$ cat config.mk
export PLATFORM = sky130hd
export DESIGN_NAME = dbvd_ctrl
export DESIGN_NICKNAME = d
export VERILOG_FILES = /design/src/sv/dbvd_pkg.sv /design/src/sv/dbvd_ctrl.sv
export SDC_FILE = /design/constraint.sdc
export NUM_CORES = 1
export LEC_CHECK = 0
export BUFFER_PORTS_ARGS = -buffer_cell sky130_fd_sc_hd__buf_2
export CAP_MARGIN = 20
export CORE_MARGIN = 5
export CORE_UTILIZATION = 50
export CTS_BUF_LIST = sky130_fd_sc_hd__clkbuf_8
export DETAILED_ROUTE_END_ITERATION = 8
export PLACE_DENSITY = 0.87
export SYNTH_ARGS = -nofsm -noshare
export SYNTH_HDL_FRONTEND = slang
export SYNTH_SLANG_ARGS = --single-unit
$ cat constraint.sdc
create_clock -name clk -period 4 [get_ports clk]
set_clock_uncertainty 0.1 [all_clocks]
set_input_delay 0.6 -clock clk [delete_from_list [all_inputs] [get_ports clk]]
set_output_delay 0.6 -clock clk [all_outputs]
set_load 0.02 [all_outputs]
$ cat src/sv/dbvd_pkg.sv
// dbvd_pkg: shared constants, types and the chroma table of the block video decoder
// no dependencies; imported by every module of the decoder except dbvd_ram
package dbvd_pkg;

    localparam int MAX_BLOCKS_ACROSS = 80;
    localparam int MAX_BLOCKS_DOWN   = 64;
    localparam int BANK_DEPTH        = MAX_BLOCKS_ACROSS * MAX_BLOCKS_DOWN;
    localparam int ADDR_W            = $clog2(BANK_DEPTH);
    localparam int PIX_W             = 15;
    localparam int LUMA_W            = 5;
    localparam int CFG_W             = 7;
    localparam int COL_W             = 7;
    localparam int ROW_W             = 6;
    localparam int ACC_W             = 64;
    localparam int HELD_W            = 7;
    localparam int POS_W             = 5;
    localparam int SKIP_W            = 16;
    localparam int DCNT_W            = $clog2(SKIP_W + 1);
    localparam int RUN_W             = 3;
    localparam int MAX_RUN           = 4;

    localparam logic [31:0] ID_PLAIN    = 32'h0000_0100;
    localparam logic [31:0] ID_RESERVED = 32'h0000_0102;
    localparam logic [PIX_W-1:0] CHROMA_MASK = 15'h7fe0;

    typedef enum logic [1:0] {
        PH_IDLE     = 2'd0,
        PH_RESERVED = 2'd1,
        PH_DECODE   = 2'd2
    } phase_t;

    typedef enum logic [1:0] {
        FS_DECODING = 2'd0,
        FS_DONE     = 2'd1,
        FS_BAD_ID   = 2'd2,
        FS_TRUNC    = 2'd3
    } fstatus_t;

    typedef enum logic [3:0] {
        S_CLEAR,
        S_IDLE,
        S_HEAD,
        S_LOOP,
        S_DIV,
        S_RD,
        S_DEC,
        S_STAT,
        S_FLUSH
    } state_t;

    typedef struct packed {
        logic     accept;
        logic     start_frame;
        logic     to_decode;
        logic     append;
        logic     skip_apply;
        logic     div_step;
        logic     div_finish;
        logic     commit;
        logic     set_code;
        fstatus_t code;
        logic     push_status;
        logic     flush;
        logic     clear_step;
    } cmd_t;

    typedef struct packed {
        logic   fs;
        logic   fe;
        logic   id_ok;
        logic   active;
        phase_t phase;
        logic   n_full;
        logic   pending;
        logic   skip_ok;
        logic   block_ok;
        logic   div_done;
        logic   frame_over;
        logic   can_push;
        logic   hold_valid;
        logic   out_free;
        logic   clear_last;
    } sts_t;

    typedef struct packed {
        logic [COL_W-1:0] col;
        logic [ROW_W-1:0] row;
        logic [PIX_W-1:0] tl;
        logic [PIX_W-1:0] tr;
        logic [PIX_W-1:0] bl;
        logic [PIX_W-1:0] br;
        logic             written;
        fstatus_t         status;
        logic             last;
    } res_t;

    localparam logic [15:0] CHROMA_ROM [256] = '{
        16'h77a0, 16'h77c0, 16'h77e0, 16'h7400, 16'h7420, 16'h7440, 16'h7460, 16'h7ba0,
        16'h7bc0, 16'h7be0, 16'h7800, 16'h7820, 16'h7840, 16'h7860, 16'h7fa0, 16'h7fc0,
        16'h7fe0, 16'h7c00, 16'h7c20, 16'h7c40, 16'h7c60, 16'h03a0, 16'h03c0, 16'h03e0,
        16'h0000, 16'h0020, 16'h0040, 16'h0060, 16'h07a0, 16'h07c0, 16'h07e0, 16'h0400,
        16'h0420, 16'h0440, 16'h0460, 16'h0ba0, 16'h0bc0, 16'h0be0, 16'h0800, 16'h0820,
        16'h0840, 16'h0860, 16'h0fa0, 16'h0fc0, 16'h0fe0, 16'h0c00, 16'h0c20, 16'h0c40,
        16'h0c60, 16'h3340, 16'h30c0, 16'h2400, 16'h1a80, 16'h1800, 16'h1980, 16'h0cc0,
        16'h02e0, 16'h0180, 16'h74c0, 16'h6ae0, 16'h6860, 16'h5ee0, 16'h5c60, 16'h53a0,
        16'h77a0, 16'h77c0, 16'h77e0, 16'h7400, 16'h7420, 16'h7440, 16'h7460, 16'h7ba0,
        16'h7bc0, 16'h7be0, 16'h7800, 16'h7820, 16'h7840, 16'h7860, 16'h7fa0, 16'h7fc0,
        16'h7fe0, 16'h7c00, 16'h7c20, 16'h7c40, 16'h7c60, 16'h03a0, 16'h03c0, 16'h03e0,
        16'h0000, 16'h0020, 16'h0040, 16'h0060, 16'h07a0, 16'h07c0, 16'h07e0, 16'h0400,
        16'h0420, 16'h0440, 16'h0460, 16'h0ba0, 16'h0bc0, 16'h0be0, 16'h0800, 16'h0820,
        16'h0840, 16'h0860, 16'h0fa0, 16'h0fc0, 16'h0fe0, 16'h0c00, 16'h0c20, 16'h0c40,
        16'h0c60, 16'h33a0, 16'h26e0, 16'h2460, 16'h1ae0, 16'h1860, 16'h0e80, 16'h0d20,
        16'h0340, 16'h7680, 16'h7520, 16'h6b40, 16'h68c0, 16'h5f40, 16'h5cc0, 16'h5000,
        16'h77a0, 16'h77c0, 16'h77e0, 16'h7400, 16'h7420, 16'h7440, 16'h7460, 16'h7ba0,
        16'h7bc0, 16'h7be0, 16'h7800, 16'h7820, 16'h7840, 16'h7860, 16'h7fa0, 16'h7fc0,
        16'h7fe0, 16'h7c00, 16'h7c20, 16'h7c40, 16'h7c60, 16'h03a0, 16'h03c0, 16'h03e0,
        16'h0000, 16'h0020, 16'h0040, 16'h0060, 16'h07a0, 16'h07c0, 16'h07e0, 16'h0400,
        16'h0420, 16'h0440, 16'h0460, 16'h0ba0, 16'h0bc0, 16'h0be0, 16'h0800, 16'h0820,
        16'h0840, 16'h0860, 16'h0fa0, 16'h0fc0, 16'h0fe0, 16'h0c00, 16'h0c20, 16'h0c40,
        16'h0c60, 16'h3000, 16'h2740, 16'h24c0, 16'h1b40, 16'h18c0, 16'h0ee0, 16'h0d80,
        16'h00c0, 16'h76e0, 16'h7580, 16'h6ba0, 16'h6920, 16'h5fa0, 16'h5d20, 16'h5060,
        16'h77a0, 16'h77c0, 16'h77e0, 16'h7400, 16'h7420, 16'h7440, 16'h7460, 16'h7ba0,
        16'h7bc0, 16'h7be0, 16'h7800, 16'h7820, 16'h7840, 16'h7860, 16'h7fa0, 16'h7fc0,
        16'h7fe0, 16'h7c00, 16'h7c20, 16'h7c40, 16'h7c60, 16'h03a0, 16'h03c0, 16'h03e0,
        16'h0000, 16'h0020, 16'h0040, 16'h0060, 16'h07a0, 16'h07c0, 16'h07e0, 16'h0400,
        16'h0420, 16'h0440, 16'h0460, 16'h0ba0, 16'h0bc0, 16'h0be0, 16'h0800, 16'h0820,
        16'h0840, 16'h0860, 16'h0fa0, 16'h0fc0, 16'h0fe0, 16'h0c00, 16'h0c20, 16'h0c40,
        16'h0c60, 16'h33a0, 16'h27a0, 16'h2520, 16'h1ba0, 16'h1920, 16'h0f40, 16'h0280,
        16'h0120, 16'h7740, 16'h6a80, 16'h6800, 16'h6980, 16'h5c00, 16'h5340, 16'h50c0
    };

endpackage

$ cat src/sv/dbvd_ctrl.sv
// dbvd_ctrl: sequencing state machine of the block video decoder
// depends on dbvd_pkg; drives the datapath through cmd_t, watches sts_t
module dbvd_ctrl import dbvd_pkg::*; (
    input  logic clk,
    input  logic rst_n,
    input  logic in_valid,
    output logic in_stall,
    input  sts_t sts,
    output cmd_t cmd
);

    state_t state_reg;
    state_t state_next;

    always_ff @(posedge clk or negedge rst_n)
    begin
        if (!rst_n)
        begin
            state_reg <= S_CLEAR;
        end
        else
        begin
            state_reg <= state_next;
        end
    end

    // next-state logic; at the end of a word's payload: truncation report or straight to flush
    always_comb
    begin
        state_next = state_reg;
        case (state_reg)
            S_CLEAR:
            begin
                if (sts.clear_last)
                begin
                    state_next = S_IDLE;
                end
            end
            S_IDLE:
            begin
                if (in_valid)
                begin
                    state_next = S_HEAD;
                end
            end
            S_HEAD:
            begin
                if (sts.fs)
                begin
                    if (!sts.id_ok || sts.fe)
                    begin
                        state_next = S_STAT;
                    end
                    else
                    begin
                        state_next = S_FLUSH;
                    end
                end
                else if (!sts.active || sts.phase == PH_IDLE)
                begin
                    state_next = S_IDLE;
                end
                else if (sts.phase == PH_RESERVED)
                begin
                    state_next = sts.fe ? S_STAT : S_FLUSH;
                end
                else
                begin
                    state_next = S_LOOP;
                end
            end
            S_LOOP:
            begin
                if (sts.n_full || (!sts.pending && !sts.skip_ok))
                begin
                    state_next = sts.fe ? S_STAT : S_FLUSH;
                end
                else if (!sts.pending)
                begin
                    state_next = S_DIV;
                end
                else
                begin
                    state_next = S_RD;
                end
            end
            S_DIV:
            begin
                if (sts.div_done)
                begin
                    state_next = sts.frame_over ? S_STAT : S_RD;
                end
            end
            S_RD:
            begin
                state_next = S_DEC;
            end
            S_DEC:
            begin
                if (!sts.block_ok)
                begin
                    state_next = sts.fe ? S_STAT : S_FLUSH;
                end
                else if (sts.can_push)
                begin
                    state_next = S_LOOP;
                end
            end
            S_STAT:
            begin
                if (sts.can_push)
                begin
                    state_next = S_FLUSH;
                end
            end
            S_FLUSH:
            begin
                if (!sts.hold_valid || sts.out_free)
                begin
                    state_next = S_IDLE;
                end
            end
            default:
            begin
                state_next = S_IDLE;
            end
        endcase
    end

    always_comb
    begin
        cmd      = '0;
        cmd.code = FS_DECODING;
        in_stall = (state_reg != S_IDLE);
        case (state_reg)
            S_CLEAR:
            begin
                cmd.clear_step = 1'b1;
            end
            S_IDLE:
            begin
                cmd.accept = in_valid;
            end
            S_HEAD:
            begin
                if (sts.fs)
                begin
                    cmd.start_frame = 1'b1;
                    if (!sts.id_ok)
                    begin
                        cmd.set_code = 1'b1;
                        cmd.code     = FS_BAD_ID;
                    end
                    else if (sts.fe)
                    begin
                        cmd.set_code = 1'b1;
                        cmd.code     = FS_TRUNC;
                    end
                end
                else if (sts.active && sts.phase == PH_RESERVED)
                begin
                    cmd.to_decode = 1'b1;
                    cmd.set_code  = sts.fe;
                    cmd.code      = FS_TRUNC;
                end
                else if (sts.active && sts.phase == PH_DECODE)
                begin
                    cmd.append = 1'b1;
                end
            end
            S_LOOP:
            begin
                if (sts.n_full || (!sts.pending && !sts.skip_ok))
                begin
                    cmd.set_code = sts.fe;
                    cmd.code     = FS_TRUNC;
                end
                else if (!sts.pending)
                begin
                    cmd.skip_apply = 1'b1;
                end
            end
            S_DIV:
            begin
                if (!sts.div_done)
                begin
                    cmd.div_step = 1'b1;
                end
                else if (sts.frame_over)
                begin
                    cmd.set_code = 1'b1;
                    cmd.code     = FS_DONE;
                end
                else
                begin
                    cmd.div_finish = 1'b1;
                end
            end
            S_DEC:
            begin
                if (!sts.block_ok)
                begin
                    cmd.set_code = sts.fe;
                    cmd.code     = FS_TRUNC;
                end
                else if (sts.can_push)
                begin
                    cmd.commit = 1'b1;
                end
            end
            S_STAT:
            begin
                cmd.push_status = sts.can_push;
            end
            S_FLUSH:
            begin
                cmd.flush = sts.hold_valid && sts.out_free;
            end
            default:
            begin
                cmd = '0;
            end
        endcase
    end

endmodule

==> results.sh, run 1 <==
export IMPL_status="finished clean"
export IMPL_drv_cap=0
export IMPL_crit_type="reg -> out"
export IMPL_clkSlewWorstSetupHoldPaths_ps=30
export IMPL_first_global_vias=758
export IMPL_period_share=0.667
export IMPL_grt_first_pass_wirelength_mm=3.02
export IMPL_cts_tree="done"
export IMPL_synth_edff_count=0
export IMPL_start_util=0.516
export IMPL_drc=0
export IMPL_postCtsSetupBuffers=0
export IMPL_dp_cells=132
export IMPL_max_freq_mhz=375
export IMPL_core_area_um2=1270
export IMPL_report_power_total_w=0.000464
export IMPL_antenna_found_initial=0
export IMPL_cts_buffer_depth=2
export IMPL_cts_root_buf="clkbuf_8"
export IMPL_die_h_um=46.2
export IMPL_slowest_delay_ps=510
export IMPL_final_min_clock_period_ps=2670
export IMPL_gp_congestion=0.836
export IMPL_crit_slowest_cell="dfrtp_1"
export IMPL_postSynthAreaPerCell_um2=7.35
export IMPL_multi_input_area_um2=508
export IMPL_nNetsFinal=141
export IMPL_worstPathCellList="nand2b_1, nor3_2, nand3b_1, nor3b_1, buf_2"
export IMPL_reg2reg_slack_ps=2070
export IMPL_synth_most_common_cell="nor2_1"
export IMPL_ys_types=45
export IMPL_syn_nets=108
export IMPL_synth_top_area_frac=0.153
export IMPL_io_pins=34
export IMPL_largest_reg_flops=4
export IMPL_cts_hold_buf=0
export IMPL_cts_resized_gates=0
export IMPL_viasPerCell=6.58
export IMPL_ant_nets=0
export IMPL_synth_area_leaders="dfrtp_1 15%, a21oi_1 5.4%, nor2_1 4.6%"
export IMPL_irDropWorstVdd_v=0.000313
export IMPL_cts_buffers=3
export IMPL_grt_usage=0.191
export IMPL_clock_latency_ps=220
export IMPL_instances_no_fill=135
export IMPL_die_x_um=46.2
export IMPL_synth_flop_cell="dfrtp_1"
export IMPL_relSlewSlack=0.723
export IMPL_antenna_cells=0
export IMPL_yosys_area_top_type="dfrtp_1"
export IMPL_grt_overflow=0
export IMPL_cts_max_level=1
export IMPL_clock_sinks=4
export IMPL_async_flop_share=1.00
export IMPL_synth_area_um2=654
export IMPL_die_area_um2=2130
export IMPL_end_kind="output port"
export IMPL_seq_area_um2=100
export IMPL_hold_class="in -> async"
export IMPL_yosysSeqAreaShare=0.153
export IMPL_portBuffers=33
export IMPL_setup_viol=0
export IMPL_place_hpwl_mm=1.52
export IMPL_arrival_ps=1970
export IMPL_drv_slew=0
export IMPL_routed_wl_mm=1.94
export IMPL_wl_per_cell_um=14.4
export IMPL_syn_inst=89
export IMPL_ys_ff_latch=4
export IMPL_firstDrtPassIters=4
export IMPL_synth_common_cells="8 x nor2_1, 7 x a21oi_1, 5 x nand2_1"
export IMPL_hold_ws_ps=77.5
export IMPL_crit_required_ps=3300
export IMPL_area_delta_synth_final_pct=29.1
export IMPL_fillers=116
export IMPL_fin_tns_setup_ps=0
export IMPL_yosys_warnings=0
export IMPL_num_vias=888
export IMPL_power_density_nw_per_um2=549
export IMPL_power_leakage_nw=0.419
export IMPL_rsz0062_at_grt="false"
export IMPL_grt_start_max_net_pins=15
export IMPL_start_kind="register"
export IMPL_tightestPinTransition_ps=416
export IMPL_layout_drive_gt1_share=0.375
export IMPL_drtIter0Drc=38
export IMPL_path_max_fanout=13
export IMPL_hold_viol=0
export IMPL_rows=13
## stage by stage
step	util	area (um2)	setup slack (ps)
floorplan	-	654	1640
global placement	0.633	803	1700
detailed placement	0.633	803	1610
CTS	0.666	845	1370
global route	0.666	845	1210
finish	0.666	845	1330
## final timing paths
kind / startpoint / end / cells past startpoint
min in group clk: sts[2] / state_reg[3] / 3
worst min register to register: state_reg[3] / state_reg[1] / 1
worst min-delay path: rst_n / state_reg[1] / 1
worst max register to register: state_reg[3] / state_reg[1] / 5
max in group asynchronous: rst_n / state_reg[2] / 1
worst max-delay path: state_reg[0] / cmd[11] / 5
## final cells by class
| cell class | instances | share of cell area |
|---|---|---|
| Clock buffer | 3 | 0.0489 |
| Tap cell | 15 | 0.0222 |
| Multi-Input combinational cell | 77 | 0.601 |
| Inverter | 3 | 0.0133 |
| Sequential cell | 4 | 0.119 |
| Timing Repair Buffer | 33 | 0.196 |
## layout by cell type (no fill, tap or decap), drive strengths merged, types with 2 or more instances in the layout
cell	netlist	final
a21oi	7	7
a22o	2	2
and3	2	2
and4bb	2	2
buf	4	33
clkbuf	1	3
dfrtp	4	4
inv	3	3
nand2	5	5
nand2b	4	4
nand3	4	4
nand3b	2	2
nand4	2	2
nor2	8	8
nor2b	2	2
nor3	5	5
nor3b	4	4
o21ai	6	6
o22ai	2	2
o31ai	2	2
or2b	2	2
## power by group
group / total (W) / internal [W] / switching [W]
Combinational: 0.000280 / 0.000124 / 0.000156
Sequential: 0.000101 / 0.0000544 / 0.0000467
Clock: 0.0000832 / 0.0000640 / 0.0000192
## worst max-delay path: cells and delay by family (launching register included)
| kind | cells | cell delay, ps |
|---|---|---|
| AND/OR/NAND/NOR | 4 | 1030 |
| buffers and inverters | 1 | 210 |
| flip-flops | 1 | 510 |
## cells by family (layout without fill, tap and decap cells)
kind of cell / Yosys count / in the layout / share of synthesized area
DFF: 4 / 4 / 0.153
muxes: 1 / 1 / 0.0153
and+or+nand+nor: 48 / 48 / 0.465
buffers and inverters: 8 / 39 / 0.0707
AOI/OAI and AO/OA: 28 / 28 / 0.296
## routing by layer
metal | up-vias | GRT usage | share of wire
met2 | 66 | 0.308 | 0.47
li1 | 416 | - | -
met3 | 10 | 0.0156 | 0.12
met5 | - | 0 | 0
met4 | 0 | 0.131 | 0.024
met1 | 396 | 0.238 | 0.39
(Power assumes the default switching activity.)
==> inputs of run 2 (changes only) <==
--- a/config.mk
+++ b/config.mk
@@ -8,10 +8,10 @@
 export BUFFER_PORTS_ARGS = -buffer_cell sky130_fd_sc_hd__buf_2
 export CAP_MARGIN = 20
 export CORE_MARGIN = 5
-export CORE_UTILIZATION = 50
+export CORE_UTILIZATION = 46
 export CTS_BUF_LIST = sky130_fd_sc_hd__clkbuf_8
 export DETAILED_ROUTE_END_ITERATION = 8
-export PLACE_DENSITY = 0.87
+export PLACE_DENSITY = 0.81
 export SYNTH_ARGS = -nofsm -noshare
 export SYNTH_HDL_FRONTEND = slang
 export SYNTH_SLANG_ARGS = --single-unit
==> constraint.sdc (replaced) <==
create_clock -name clk -period 2.59 [get_ports clk]
set_clock_uncertainty 0.1 [all_clocks]
set_input_delay 0.3885 -clock clk [delete_from_list [all_inputs] [get_ports clk]]
set_output_delay 0.3885 -clock clk [all_outputs]
set_load 0.02 [all_outputs]
==> results.sh, run 2 (synthesis results as in run 1) <==
export IMPL_clkSlewWorstSetupHoldPaths_ps=30
export IMPL_fin_util=0.649
export IMPL_hold_ws_ps=408
export IMPL_crit_required_ps=2100
export IMPL_r2r_start="state_reg[3]"
export IMPL_relSlewSlack=0.731
export IMPL_reg2reg_depth=5
export IMPL_largest_reg_flops=4
export IMPL_drv_cap=0
export IMPL_status="finished clean"
export IMPL_dpl_instance_area_um2=803
export IMPL_antenna_cells=0
export IMPL_hold_class="in -> async"
export IMPL_drv_slew=0
export IMPL_max_freq_mhz=427
export IMPL_portBuffers=33
export IMPL_cts_max_level=1
export IMPL_gp_congestion=0.832
export IMPL_irDropWorstVdd_v=0.000598
export IMPL_start_kind="register"
export IMPL_report_power_total_w=0.000710
export IMPL_final_common_cell="buf_2"
export IMPL_cts_buffers=3
export IMPL_layout_common_cells="33 x buf_2, 8 x nor2_1, 7 x a21oi_1, 5 x nand2_1"
export IMPL_firstDrtPassIters=4
export IMPL_fillers=123
export IMPL_worstPathCellList="nand2b_1, nor3_2, nand3b_1, nor3b_1, buf_2"
export IMPL_fin_tns_setup_ps=0
export IMPL_nNetsFinal=142
export IMPL_tightestPinTransition_ps=403
export IMPL_viasPerCell=5.85
export IMPL_postCtsSetupBuffers=0
export IMPL_grt_first_pass_wirelength_mm=2.86
export IMPL_grt_overflow=0
export IMPL_power_leakage_nw=0.423
export IMPL_io_pins=34
export IMPL_final_min_clock_period_ps=2340
export IMPL_crit_slowest_cell="dfrtp_1"
export IMPL_layout_drive_gt1_share=0.372
export IMPL_rows=13
export IMPL_cts_root_buf="clkbuf_8"
export IMPL_crit_type="reg -> out"
export IMPL_reg2reg_to="state_reg[3]"
export IMPL_clock_sinks=4
export IMPL_cts_buffer_depth=2
export IMPL_slowest_delay_ps=490
export IMPL_antenna_found_initial=0
export IMPL_period_share=0.903
export IMPL_grt_start_max_net_pins=15
export IMPL_grt_usage=0.173
export IMPL_die_x_um=47.7
export IMPL_hold_viol=0
export IMPL_place_hpwl_mm=1.47
export IMPL_rsz0062_at_grt="false"
export IMPL_first_global_vias=648
export IMPL_start_util=0.497
export IMPL_core_area_um2=1320
export IMPL_wl_per_cell_um=13.4
export IMPL_area_delta_synth_final_pct=30.6
export IMPL_power_density_nw_per_um2=831
export IMPL_drc=0
export IMPL_cts_tree="done"
export IMPL_reg2reg_slack_ps=690
export IMPL_path_max_fanout=13
export IMPL_final_cell_area_um2=855
export IMPL_clock_latency_ps=220
export IMPL_die_h_um=47.7
export IMPL_setup_viol=0
export IMPL_end_kind="output port"
export IMPL_routed_wl_mm=1.83
export IMPL_drtIter0Drc=22
export IMPL_ant_nets=0
export IMPL_die_area_um2=2280
export IMPL_num_vias=795
export IMPL_arrival_ps=1850
-- run 2: area by class of cell --
cell class	count	area [um2]	share of cell area
Clock buffer	3	41.3	0.0483
Inverter	3	11.3	0.0132
Multi-Input combinational cell	77	508	0.594
Sequential cell	4	100	0.117
Tap cell	15	18.8	0.0220
Timing Repair Buffer	34	175	0.205
-- run 2: worst max path at each step --
stage                 startpoint      end  cells past startpoint
global route        state_reg[0]  cmd[11]                      5
floorplan           state_reg[0]  cmd[11]                      4
global placement    state_reg[0]  cmd[11]                      5
CTS                 state_reg[0]  cmd[11]                      5
detailed placement  state_reg[0]  cmd[11]                      5
finish              state_reg[0]  cmd[11]                      5
-- run 2: through the flow --
stage	cells	setup slack, ps
after floorplan	89	582
after global placement	132	554
after detailed placement	132	489
after CTS	136	255
after global routing	136	83.3
final	136	251
-- run 2: critical path, delay by kind of cell, from the launching register on --
family	cells	cell delay, ps
simple gates	4	950
flops	1	490
buf+inv	1	190
-- run 2: layer usage --
metal  global-route usage  routed length [um]  vias up
met3               0.0489                 152        0
met4               0.0323                   0        0
li1                     -                   -      408
met2                0.245                 834       24
met1                0.261                 841      363
met5                    0                   0        -
-- run 2: repair_timing --
item,4_1_cts,5_1_grt
hold buffers,1,0
hold endpoints to repair,4,0
gates resized for setup,0,0
-- run 2: power by group --
part	internal [W]	switching (W)
clock	0.0000988	0.0000297
combinational	0.000192	0.000238
sequential	0.0000841	0.0000681
total	0.000375	0.000336
